===== src/hdl/rcns_pkg.sv =====
// Shared types, constants and register codes for the RGBC clear-normalising
// serpentine scan block. No dependencies; every other file in hdl imports it.
package rcns_pkg;

	// Scan geometry limits.
	localparam int MAX_ROWS = 128;
	localparam int MAX_COLS = 128;

	// Field widths.
	localparam int CNT_W   = 16;
	localparam int GAIN_W  = 10;
	localparam int DIM_W   = 8;
	localparam int ROW_W   = 7;
	localparam int COL_W   = 7;
	localparam int BYTE_W  = 8;
	localparam int CFG_W   = 10;
	localparam int CFG_IDX_W = 3;

	// Divider widths: the product colour * gain, and the partial remainder.
	localparam int PROD_W  = CNT_W + GAIN_W;
	localparam int REM_W   = PROD_W;
	localparam int SHIFT_W = 4;
	localparam logic [SHIFT_W-1:0] SHIFT_TOP = SHIFT_W'(BYTE_W);

	localparam int NUM_CH = 3;
	localparam logic [1:0] CH_LAST = 2'(NUM_CH - 1);

	// Register reset values.
	localparam logic [DIM_W-1:0]  RST_NUM_COLUMNS = 8'd84;
	localparam logic [DIM_W-1:0]  RST_NUM_ROWS    = 8'd128;
	localparam logic [GAIN_W-1:0] RST_GAIN_RED    = 10'd261;
	localparam logic [GAIN_W-1:0] RST_GAIN_GREEN  = 10'd338;
	localparam logic [GAIN_W-1:0] RST_GAIN_BLUE   = 10'd364;

	typedef enum logic [CFG_IDX_W-1:0] {
		REG_NUM_COLUMNS = 3'd0,
		REG_NUM_ROWS    = 3'd1,
		REG_GAIN_RED    = 3'd2,
		REG_GAIN_GREEN  = 3'd3,
		REG_GAIN_BLUE   = 3'd4
	} cfg_reg_t;

	typedef struct packed {
		logic [DIM_W-1:0]  num_columns;
		logic [DIM_W-1:0]  num_rows;
		logic [GAIN_W-1:0] gain_red;
		logic [GAIN_W-1:0] gain_green;
		logic [GAIN_W-1:0] gain_blue;
	} cfg_t;

	typedef struct packed {
		logic [CNT_W-1:0] clear_count;
		logic [CNT_W-1:0] red_count;
		logic [CNT_W-1:0] green_count;
		logic [CNT_W-1:0] blue_count;
	} reading_t;

	typedef struct packed {
		logic [ROW_W-1:0]  row;
		logic [COL_W-1:0]  column;
		logic [BYTE_W-1:0] red;
		logic [BYTE_W-1:0] green;
		logic [BYTE_W-1:0] blue;
		logic              scan_last;
	} pixel_t;

	// Storage position of one scan point.
	typedef struct packed {
		logic [ROW_W-1:0] row;
		logic [COL_W-1:0] column;
		logic             scan_last;
	} pos_t;

	typedef struct packed {
		logic [BYTE_W-1:0] red;
		logic [BYTE_W-1:0] green;
		logic [BYTE_W-1:0] blue;
	} rgb_t;

	typedef enum logic [2:0] {
		N_IDLE,
		N_MUL,
		N_SCALE,
		N_DIV,
		N_DONE
	} norm_state_t;

endpackage


===== src/hdl/rcns_regs.sv =====
// Configuration registers: scan dimensions and the three colour gains.
// Depends on rcns_pkg.
module rcns_regs (
	input  logic                           clk,
	input  logic                           arst_n,
	input  logic                           cfg_we,
	input  logic [rcns_pkg::CFG_IDX_W-1:0] cfg_index,
	input  logic [rcns_pkg::CFG_W-1:0]     cfg_wdata,
	output rcns_pkg::cfg_t                 cfg
);
	import rcns_pkg::*;

	cfg_t cfg_q;

	always_ff @(posedge clk or negedge arst_n) begin
		if (!arst_n) begin
			cfg_q.num_columns <= RST_NUM_COLUMNS;
			cfg_q.num_rows    <= RST_NUM_ROWS;
			cfg_q.gain_red    <= RST_GAIN_RED;
			cfg_q.gain_green  <= RST_GAIN_GREEN;
			cfg_q.gain_blue   <= RST_GAIN_BLUE;
		end else if (cfg_we) begin
			unique case (cfg_index)
				REG_NUM_COLUMNS: cfg_q.num_columns <= cfg_wdata[DIM_W-1:0];
				REG_NUM_ROWS:    cfg_q.num_rows    <= cfg_wdata[DIM_W-1:0];
				REG_GAIN_RED:    cfg_q.gain_red    <= cfg_wdata[GAIN_W-1:0];
				REG_GAIN_GREEN:  cfg_q.gain_green  <= cfg_wdata[GAIN_W-1:0];
				REG_GAIN_BLUE:   cfg_q.gain_blue   <= cfg_wdata[GAIN_W-1:0];
				default: ;
			endcase
		end
	end

	assign cfg = cfg_q;

endmodule


===== src/hdl/rcns_raster.sv =====
// Serpentine raster counters and the storage position of the current point.
// Depends on rcns_pkg.
module rcns_raster (
	input  logic           clk,
	input  logic           arst_n,
	input  logic           advance,
	input  rcns_pkg::cfg_t cfg,
	output rcns_pkg::pos_t pos
);
	import rcns_pkg::*;

	logic [ROW_W-1:0] row_q;
	logic [COL_W-1:0] col_q;
	logic [DIM_W-1:0] ncols, nrows, col_ext, row_ext, col_c, col_mir;
	logic             row_end, scan_end;

	always_comb begin
		// A dimension of zero acts as one; anything above the limit is clamped.
		if (cfg.num_columns == '0)
			ncols = DIM_W'(1);
		else if (cfg.num_columns > DIM_W'(MAX_COLS))
			ncols = DIM_W'(MAX_COLS);
		else
			ncols = cfg.num_columns;
		if (cfg.num_rows == '0)
			nrows = DIM_W'(1);
		else if (cfg.num_rows > DIM_W'(MAX_ROWS))
			nrows = DIM_W'(MAX_ROWS);
		else
			nrows = cfg.num_rows;

		col_ext  = DIM_W'(col_q);
		row_ext  = DIM_W'(row_q);
		row_end  = (col_ext + DIM_W'(1)) >= ncols;
		scan_end = row_end && ((row_ext + DIM_W'(1)) >= nrows);
		// A counter left beyond the row by a mid-scan change mirrors as the last column.
		col_c    = (col_ext < ncols) ? col_ext : ncols - DIM_W'(1);
		col_mir  = ncols - DIM_W'(1) - col_c;

		pos.row       = row_q;
		pos.column    = row_q[0] ? col_q : col_mir[COL_W-1:0];
		pos.scan_last = scan_end;
	end

	always_ff @(posedge clk or negedge arst_n) begin
		if (!arst_n) begin
			row_q <= '0;
			col_q <= '0;
		end else if (advance) begin
			if (row_end) begin
				col_q <= '0;
				row_q <= scan_end ? '0 : row_q + ROW_W'(1);
			end else begin
				col_q <= col_q + COL_W'(1);
			end
		end
	end

endmodule


===== src/hdl/rcns_norm.sv =====
// Colour normaliser: one multiplier and one compare-subtract unit, shared by
// the three channels under a small sequencer. Depends on rcns_pkg.
module rcns_norm (
	input  logic               clk,
	input  logic               arst_n,
	input  logic               start,
	input  rcns_pkg::reading_t reading,
	input  rcns_pkg::cfg_t     cfg,
	input  logic               take,
	output logic               ready,
	output logic               done,
	output rcns_pkg::rgb_t     rgb
);
	import rcns_pkg::*;

	norm_state_t state_q, state_d;

	logic [1:0]          ch_q;
	logic [SHIFT_W-1:0]  shift_q;
	logic [CNT_W-1:0]    den_q;
	logic [CNT_W-1:0]    color_q [NUM_CH];
	logic [PROD_W-1:0]   prod_q;
	logic [REM_W-1:0]    rem_q;
	logic [BYTE_W-1:0]   quo_q;
	logic [BYTE_W-1:0]   res_q [NUM_CH];

	logic [CNT_W-1:0]    color_sel;
	logic [GAIN_W-1:0]   gain_sel;
	logic [PROD_W-1:0]   mul;
	logic [PROD_W+BYTE_W-1:0] scaled;
	logic [REM_W-1:0]    dsh, diff;
	logic                ge, ch_done;
	logic [BYTE_W-1:0]   quo_next, ch_res;

	always_comb begin
		case (ch_q)
			2'd0:    begin color_sel = color_q[0]; gain_sel = cfg.gain_red;   end
			2'd1:    begin color_sel = color_q[1]; gain_sel = cfg.gain_green; end
			default: begin color_sel = color_q[2]; gain_sel = cfg.gain_blue;  end
		endcase
		mul = PROD_W'(color_sel) * PROD_W'(gain_sel);

		// x * 255 as (x << 8) - x; the low byte drops because the divisor is clear * 256.
		scaled = {prod_q, {BYTE_W{1'b0}}} - (PROD_W+BYTE_W)'(prod_q);

		dsh  = REM_W'(den_q) << shift_q;
		ge   = rem_q >= dsh;
		diff = rem_q - dsh;

		quo_next = quo_q;
		if (ge)
			quo_next[shift_q[2:0]] = 1'b1;

		ch_done = 1'b0;
		ch_res  = quo_next;
		if (shift_q == SHIFT_TOP) begin
			// Top step only tests for overflow: zero clear gives black, overflow saturates.
			if (den_q == '0) begin
				ch_done = 1'b1;
				ch_res  = '0;
			end else if (ge) begin
				ch_done = 1'b1;
				ch_res  = '1;
			end
		end else if (shift_q == '0) begin
			ch_done = 1'b1;
		end
	end

	always_comb begin
		state_d = state_q;
		unique case (state_q)
			N_IDLE:  if (start) state_d = N_MUL;
			N_MUL:   state_d = N_SCALE;
			N_SCALE: state_d = N_DIV;
			N_DIV: begin
				if (ch_done)
					state_d = (ch_q == CH_LAST) ? N_DONE : N_MUL;
			end
			N_DONE:  if (take) state_d = N_IDLE;
			default: state_d = N_IDLE;
		endcase
	end

	always_ff @(posedge clk or negedge arst_n) begin
		if (!arst_n)
			state_q <= N_IDLE;
		else
			state_q <= state_d;
	end

	always_ff @(posedge clk or negedge arst_n) begin
		if (!arst_n)
			ch_q <= '0;
		else if (state_q == N_IDLE && start)
			ch_q <= '0;
		else if (state_q == N_DIV && ch_done && ch_q != CH_LAST)
			ch_q <= ch_q + 2'd1;
	end

	always_ff @(posedge clk) begin
		case (state_q)
			N_IDLE: begin
				if (start) begin
					den_q      <= reading.clear_count;
					color_q[0] <= reading.red_count;
					color_q[1] <= reading.green_count;
					color_q[2] <= reading.blue_count;
				end
			end
			N_MUL: prod_q <= mul;
			N_SCALE: begin
				rem_q   <= scaled[PROD_W+BYTE_W-1:BYTE_W];
				shift_q <= SHIFT_TOP;
				quo_q   <= '0;
			end
			N_DIV: begin
				if (shift_q != SHIFT_TOP && ge)
					rem_q <= diff;
				quo_q   <= quo_next;
				shift_q <= shift_q - SHIFT_W'(1);
				if (ch_done)
					res_q[ch_q] <= ch_res;
			end
			default: ;
		endcase
	end

	assign ready     = (state_q == N_IDLE);
	assign done      = (state_q == N_DONE);
	assign rgb.red   = res_q[0];
	assign rgb.green = res_q[1];
	assign rgb.blue  = res_q[2];

endmodule


===== src/hdl/rgb_clear_normalize_serpentine.sv =====
// Top level of the RGBC clear-normalising serpentine scan block.
// Depends on rcns_pkg, rcns_regs, rcns_raster and rcns_norm.
//
// Usage
// One sensor reading word (clear, red, green and blue counts) enters on the
// reading channel and one pixel word leaves on the pixel channel. Each colour
// becomes floor(colour * 255 * gain / (clear * 256)), saturated at 255, with
// a Q2.8 gain per channel; a zero clear count gives black. The pixel word
// also carries the storage row and column of the point in a serpentine scan
// (column mirrored on even rows) and a flag on the last point of the scan.
//
// A single multiplier and a single compare-subtract unit serve all three
// colours in turn. Each colour takes a multiply step, a scaling step and
// one to nine division steps (one when the result saturates or clear is zero).
// The next reading is taken only once the finished word has moved to the
// pixel output register. Reading stall is high while a word is at work.
//
// The pixel output register decouples the two sides: a finished word waits
// there while the receiver stalls, and the block stays busy holding its next
// result only if a second word finishes before the first is taken. Reset
// clears the scan counters, restores the register defaults and empties the
// output. Configuration writes are taken in any cycle but belong in idle time.
module rgb_clear_normalize_serpentine (
	input  logic                           clk,
	input  logic                           arst_n,
	input  logic                           cfg_we,
	input  logic [rcns_pkg::CFG_IDX_W-1:0] cfg_index,
	input  logic [rcns_pkg::CFG_W-1:0]     cfg_wdata,
	input  logic                           reading_valid,
	output logic                           reading_stall,
	input  rcns_pkg::reading_t             reading,
	output logic                           pixel_valid,
	input  logic                           pixel_stall,
	output rcns_pkg::pixel_t               pixel
);
	import rcns_pkg::*;

	cfg_t   cfg;
	pos_t   pos;
	pos_t   pos_q;
	rgb_t   rgb;
	pixel_t pixel_q;
	logic   pixel_valid_q;
	logic   accept, norm_ready, norm_done, take;

	rcns_regs u_regs (
		.clk       (clk),
		.arst_n    (arst_n),
		.cfg_we    (cfg_we),
		.cfg_index (cfg_index),
		.cfg_wdata (cfg_wdata),
		.cfg       (cfg)
	);

	// Counters advance as the reading is accepted; its position is held in pos_q.
	rcns_raster u_raster (
		.clk     (clk),
		.arst_n  (arst_n),
		.advance (accept),
		.cfg     (cfg),
		.pos     (pos)
	);

	rcns_norm u_norm (
		.clk     (clk),
		.arst_n  (arst_n),
		.start   (accept),
		.reading (reading),
		.cfg     (cfg),
		.take    (take),
		.ready   (norm_ready),
		.done    (norm_done),
		.rgb     (rgb)
	);

	assign reading_stall = !norm_ready;
	assign accept        = reading_valid && norm_ready;

	// A finished word moves to the output when the register is empty or being emptied.
	assign take = norm_done && (!pixel_valid_q || !pixel_stall);

	always_ff @(posedge clk) begin
		if (accept)
			pos_q <= pos;
	end

	always_ff @(posedge clk) begin
		if (take) begin
			pixel_q.row       <= pos_q.row;
			pixel_q.column    <= pos_q.column;
			pixel_q.scan_last <= pos_q.scan_last;
			pixel_q.red       <= rgb.red;
			pixel_q.green     <= rgb.green;
			pixel_q.blue      <= rgb.blue;
		end
	end

	always_ff @(posedge clk or negedge arst_n) begin
		if (!arst_n)
			pixel_valid_q <= 1'b0;
		else if (take)
			pixel_valid_q <= 1'b1;
		else if (!pixel_stall)
			pixel_valid_q <= 1'b0;
	end

	assign pixel_valid = pixel_valid_q;
	assign pixel       = pixel_q;

endmodule


===== config.mk =====
export PLATFORM = sky130hd
export DESIGN_NAME = rgb_clear_normalize_serpentine
export DESIGN_NICKNAME = d
export VERILOG_FILES = /design/src/hdl/rcns_pkg.sv /design/src/hdl/rcns_regs.sv /design/src/hdl/rcns_raster.sv /design/src/hdl/rcns_norm.sv /design/src/hdl/rgb_clear_normalize_serpentine.sv
export SDC_FILE = /design/constraint.sdc
export NUM_CORES = 1
export LEC_CHECK = 0
export ABC_AREA = 1
export ABC_CLOCK_PERIOD_IN_PS = 11150
export BUFFER_PORTS_ARGS = -buffer_cell sky130_fd_sc_hd__buf_2
export CAP_MARGIN = 25
export CORE_MARGIN = 2
export CORE_UTILIZATION = 60
export DETAILED_ROUTE_END_ITERATION = 8
export PLACE_DENSITY_LB_ADDON = 0.3
export SKIP_LAST_GASP = 1
export SLEW_MARGIN = 10
export SYNTH_ARGS = -nofsm -noshare
export SYNTH_HDL_FRONTEND = slang
export SYNTH_HIERARCHICAL = 1
export SYNTH_SLANG_ARGS = --single-unit
export TNS_END_PERCENT = 1

===== constraint.sdc =====
create_clock -name clk -period 11.15 [get_ports clk]
set_clock_uncertainty 0.05 [all_clocks]
set_input_delay 1.115 -clock clk [delete_from_list [all_inputs] [get_ports clk]]
set_output_delay 1.115 -clock clk [all_outputs]
set_load 0.005 [all_outputs]

# Word-level counts from Yosys, hierarchy flattened

Memories as Yosys holds them, arrays and structs flattened. A register that Yosys moved wholly into a read port is not among the register bits.
Cells that the tools add are included.
Widths: inputs -> output; s select.

Register bits: 176
RAM bits: 72
Input port bits: 82
Output and inout port bits: 41
Word-level logic and storage cells: 131
Memories kept: 2

Add/sub/neg operators: 10
$mul: 1
$lt $le $gt $ge: 8
Eq/ne operators: 18
Shift-type cells: 1
Muxes and demuxes: 39
Bitwise gates (word level): 1
Reduce and logical (&&, ||, !) cells: 30

Memory list:

| name           | depth | width | read ports | clocked after Yosys merged registers in | wr ports | line            | RTL |
|---|---|---|---|---|---|---|---|
| u_norm.color_q | 3     | 16    | 3          | 0                                       | 3        | rcns_norm.sv:21 | `logic [CNT_W-1:0] color_q [NUM_CH];` |
| u_norm.res_q   | 3     | 8     | 3          | 3                                       | 1        | rcns_norm.sv:25 | `logic [BYTE_W-1:0] res_q [NUM_CH];` |

Operators with widths:

| operator            | number |
|---|---|
| $mux 8              | 8 |
| $pmux 26 s2         | 1 |
| $sub 34x26->34      | 1 |
| $pmux 16 s2         | 1 |
| $mux 7              | 4 |
| $ge 26x26->1        | 1 |
| $mul 16x10->26      | 1 |
| $mux 26             | 1 |
| $shl 16x4->26       | 1 |
| $sub 26x26->26      | 1 |
| $pmux 10 s2         | 1 |
| $add 7x1->8 const B | 2 |
| $ge 8x8->1          | 2 |
| $gt 8x8->1 const B  | 2 |
| $logic_not 16->1    | 1 |
| $logic_not 8->1     | 2 |
| $pmux 8 s2          | 1 |
| $reduce_and 2->1    | 8 |
| $pmux 3 s5          | 1 |
| $add 7x1->7 const B | 2 |
| $mux 1              | 13 |
| $eq 3x2->1 const B  | 4 |
| $mux 3              | 4 |
| $logic_and 1x1->1   | 8 |
| other kinds (26)    | 37 |

# Logic depth before layout (Yosys ltp)

Depth in word-level cells: 9
Gate-level depth with buffers: 30
Mapped depth without buffers: 27

# Cells and area by module

Netlist, hierarchy kept.

Modules (own cells, without submodules):

| module                         | instances | cells an instance | area an instance (um2) | sequential area each (um2) |
|---|---|---|---|---|
| rcns_norm                      | 1         | 1,922             | 15,308.4               | 4,689.5 |
| rcns_raster                    | 1         | 289               | 1,978.1                | 350.3 |
| rcns_regs                      | 1         | 210               | 1,858.0                | 1,171.1 |
| rgb_clear_normalize_serpentine | 1         | 62                | 1,677.9                | 1,646.6 |

# Least setup slack after synthesis

Ideal clock, no wire load.

Kind: flip-flop to flip-flop
Start: register u_norm.ch_q[0]
End: register u_norm.prod_q[21], data pin
Setup time: 259 ps
Data arrival time: 5,387 ps
Required time: 10,841 ps
Setup slack: 5,454 ps
Stages on the path, launching flop included: 28
Buffers on the path: 3
Clock period less this slack: 5,696 ps
Cell sequence: dfrtp_1 > inv_1 > ha_1 > buf_2 > clkinv_1 > buf_2 > nand3_1 > nand3_2 > buf_2 > nand2_1 > fa_1 > inv_1 > fa_1 > inv_1 > fa_1 > inv_1 > fa_1 > inv_1 > fa_1 > inv_1 > ha_1 > nand2_1 > nor2_1 > and3_1 > nor2_1 > o21ai_1 > a21oi_1 > xnor2_1

Longest elaborated chain between the ends: 3
Elaborated cells on any way between the ends: 5
Those cells by class: mul (1); eq/ne (1); mux (2); reduce/logical (1)

RTL lines:

| what                                                 | line             | RTL |
|---|---|---|
| from (decl)                                          | rcns_norm.sv:18  | `logic [1:0] ch_q;` |
| from (signal assigned)                               | rcns_norm.sv:98  | `ch_q <= ch_q + 2'd1;` |
| $eq 2x1->1 / $logic_not 2->1 (equally long branches) | rcns_norm.sv:36  | `case (ch_q)` |
| $pmux 16 s2 / $pmux 10 s2 (equally long branches)    | rcns_norm.sv:36  |  |
| $mul 16x10->26 *                                     | rcns_norm.sv:41  | `mul = PROD_W'(color_sel) * PROD_W'(gain_sel);` |
| via u_norm.mul[21]                                   | rcns_norm.sv:29  | `logic [PROD_W-1:0] mul;` |
| to (signal assigned)                                 | rcns_norm.sv:111 | `N_MUL: prod_q <= mul;` |
| to (decl)                                            | rcns_norm.sv:22  | `logic [PROD_W-1:0] prod_q;` |

The timed path passes the listed nets; every way through them passes the cells marked *.
A chain may end at the register's enable or synchronous reset.

# Final worst setup path

Start: register u_norm.ch_q[1]
End: register u_norm.prod_q[22], data pin

The elaborated chain is that of the path after synthesis.

==> results.tsv <==
metric	value	unit
status	finished clean	
WL/cell	16.8	um
Cell Area, Synth	0.0208	mm^2
WP data required	11.41	ns
chip width	190	um
HP Class	flop to flop	
synthesized instance count	2483	
Overall Global Routing Usage	29.3	%
DP HPWL	40.2	mm
dominant cell type by area after synthesis	edfxtp_1	
TritonRoute pass-1 iters	6	
top cells by area, synth	edfxtp_1 30%, nand2_1 12%, fa_1 11%, ha_1 8.6%, inv_1 7.3%	
Die H	190	um
clk_lat worst skew	0.57	ns
largest net degree at the start of global routing	67	
post-synthesis sequential area ratio	37.7	%
RePlAce Congestion	0.937	
Root Buffer	clkbuf_16	
maximum clock rate	126	MHz
first-pass GRT wire length	84.5	mm
max incr delay on CP	0.92	ns
CTS Hold Bufs	0	
initial antenna violation count	0	
Final nets	2933	
critical path class	flop to flop	
final non-filler cell total	3075	
clk slew on worst S/H paths	0.07	ns
pre-CTS setup slack	3.38	ns
TritonCTS buffer count	30	
layout cells sized above 1	11.1	%
number of synthesized flops with an enable pin	206	
die area	0.0362	mm^2
CTS tree	yes	
Layout area overhead	9.69	%
post-synth net total	2820	
Max-slew headroom	31.4	%
IO buf count	122	
total congestion overflow	0	
via count	17000	
fin crit period	7.94	ns
diode count	0	
Initial DRC Count	1434	
final worst path period share	71.2	%
final hold vios	0	
vias in the first global route	17000	
Reg2Reg Depth	23	
FF+latch count, synth	272	
setup ws final	3.21	ns
Core Footprint	0.0344	mm^2
Max-Cap Viols	0	
post-CTS sizing	0	
Max Slew Vio Count	0	
asr flop ratio synth	24.3	%
final core utilization	66.4	%
Placed Instances	3017	
Max clock buf depth	3	
Cell Chain, Critical Path	inv_1, ha_1, clkinv_1, nand3_1, nand3_1, nand2_1, fa_1, fa_1, inv_1, fa_1, fa_1, inv_1, fa_1, inv_1, ha_1, nand2_1, nor2_1, inv_1, nor3_1, nand3_1, nand3_1, a31oi_1, xnor2_1	
final setup fails	0	
Fillers	2852	
unrepaired setup endpoints after global routing	false	
CP startpoint	u_norm/ch_q[1]	
Rows	68	
Clock Sinks	272	
Max FO, Critical Path	27	
Synth Warn #	6	
worst slew pin tran	1.03	ns
flop2flop setup slack	3.21	ns
crit path DAT	8.20	ns
post-synth top area share	29.7	%
H-tree depth	1	
Slowest-stage cell, CP	clkinv_1	
via/cell ratio	5.52	
I/O pins	123	
post-CTS setup buffer count	0	
CP Launch Type	flop	
Hold Crit Depth	0	
Cell variety after synth	61	
CP endpoint kind	flop	
Initial Util	60.6	%
Fin Setup TNS	0	ns
DRC errors left	0	
Crit Reg-Reg Startpoint	u_norm/ch_q[1]	
Avg Inst Size Synth	8.39	um^2
worst hold start	u_norm/res_q[1][2]	
Total Wirelength	51.8	mm
ys flop type	edfxtp_1	
DRT antenna net count	0	
[critical path: cells and delay by family (launching register included)]
| family | cells | cell delay [ns] |
|---|---|---|
| flops | 1 | 0.40 |
| compound gates | 1 | 0.11 |
| fa+ha+maj | 7 | 3.73 |
| buf+inv | 6 | 1.26 |
| xor+xnor | 1 | 0.14 |
| simple gates | 8 | 1.96 |
[logic make-up (layout without fill, tap and decap cells)]
kind of cell	after synthesis	after routing	synth area share, %
adder cells (fa/ha/maj)	255	255	19.4
multiplexers	7	7	0.337
flip-flops	272	272	37.7
AND/OR/NAND/NOR	1093	1093	22.6
AO/OA/AOI/OAI	334	334	9.13
buffers and inverters	474	611	8.78
XOR/XNOR	48	48	2.06
[metal layers]
layer | global-route usage [%] | part of all wire [%] | wire length (um)
met1 | 37.4 | 42 | 21800
met2 | 51.6 | 49 | 25200
met3 | 2.96 | 5.5 | 2830
met4 | 11.2 | 3.9 | 2040
met5 | 0 | 0 | 0
[worst paths after layout]
check,end
min in group asynchronous,u_regs/cfg[17]
min,pixel[11]
max in group asynchronous,u_regs/cfg[32]
min reg2reg,pixel[11]
max reg2reg,u_norm/prod_q[22]
max,u_norm/prod_q[22]
[state kept, by name, indices dropped and copies added, names as in the netlist, 8 cells and up]
register	count
u_norm/color_q	48
u_norm/den_q	16
u_norm/prod_q	26
u_norm/res_q	24
pos_q	15
u_norm/quo_q	8
u_norm/rem_q	26
pixel	39
u_regs/cfg	46
[placed cells by master, fill, tap and decap left out, types with 16 or more instances in the layout]
master	n
dfstp_2	16
nor2_1	157
nand3_1	165
nand2_1	658
buf_2	122
clkbuf_16	31
xnor2_1	19
fa_1	112
xor2_1	28
dfrtp_1	50
inv_1	406
nand2_2	22
a21oi_1	107
o21ai_0	118
ha_1	143
edfxtp_1	206
o21ai_1	32
nor3_1	18
nand4_1	18
[layout make-up]
cell class	instances	area [um^2]	area share [%]
flip-flops and latches	272	7860	34.4
clock buffers	34	787	3.45
well taps	455	569	2.49
clock inverters	22	158	0.690
multi-input cells	1737	11200	48.8
repair buffers	134	733	3.21
inverters	421	1580	6.92
[per-stage QoR]
step | hold WS, ns | cell area, um^2
floorplan | 0.350 | 20800
global placement | 0.351 | 21800
detailed placement | 0.355 | 21900
CTS | 0.360 | 22800
global route | 0.365 | 22800
finish | 0.353 | 22800
[cell usage after synthesis, drive strengths merged, types with 2 or more instances]
| master | number |
|---|---|
| buf | 32 |
| or2 | 8 |
| ha | 143 |
| xor2 | 29 |
| nand4 | 20 |
| o21ai | 155 |
| a21boi | 2 |
| a31oi | 9 |
| edfxtp | 206 |
| clkinv | 4 |
| o22ai | 6 |
| dfstp | 16 |
| clkbuf | 21 |
| nor3 | 20 |
| nor2 | 168 |
| a22oi | 3 |
| nand3 | 179 |
| o21bai | 14 |
| nand3b | 5 |
| mux2i | 7 |
| and3 | 3 |
| xnor2 | 19 |
| fa | 112 |
| a21oi | 118 |
| o21a | 5 |
| nand2 | 682 |
| inv | 417 |
| nor3b | 2 |
| a21o | 14 |
| o211ai | 2 |
| dfrtp | 50 |
| nor4 | 5 |
Power is not shown: default switching activity piles up to over one toggle a cycle in this logic, so the estimate is an artifact.
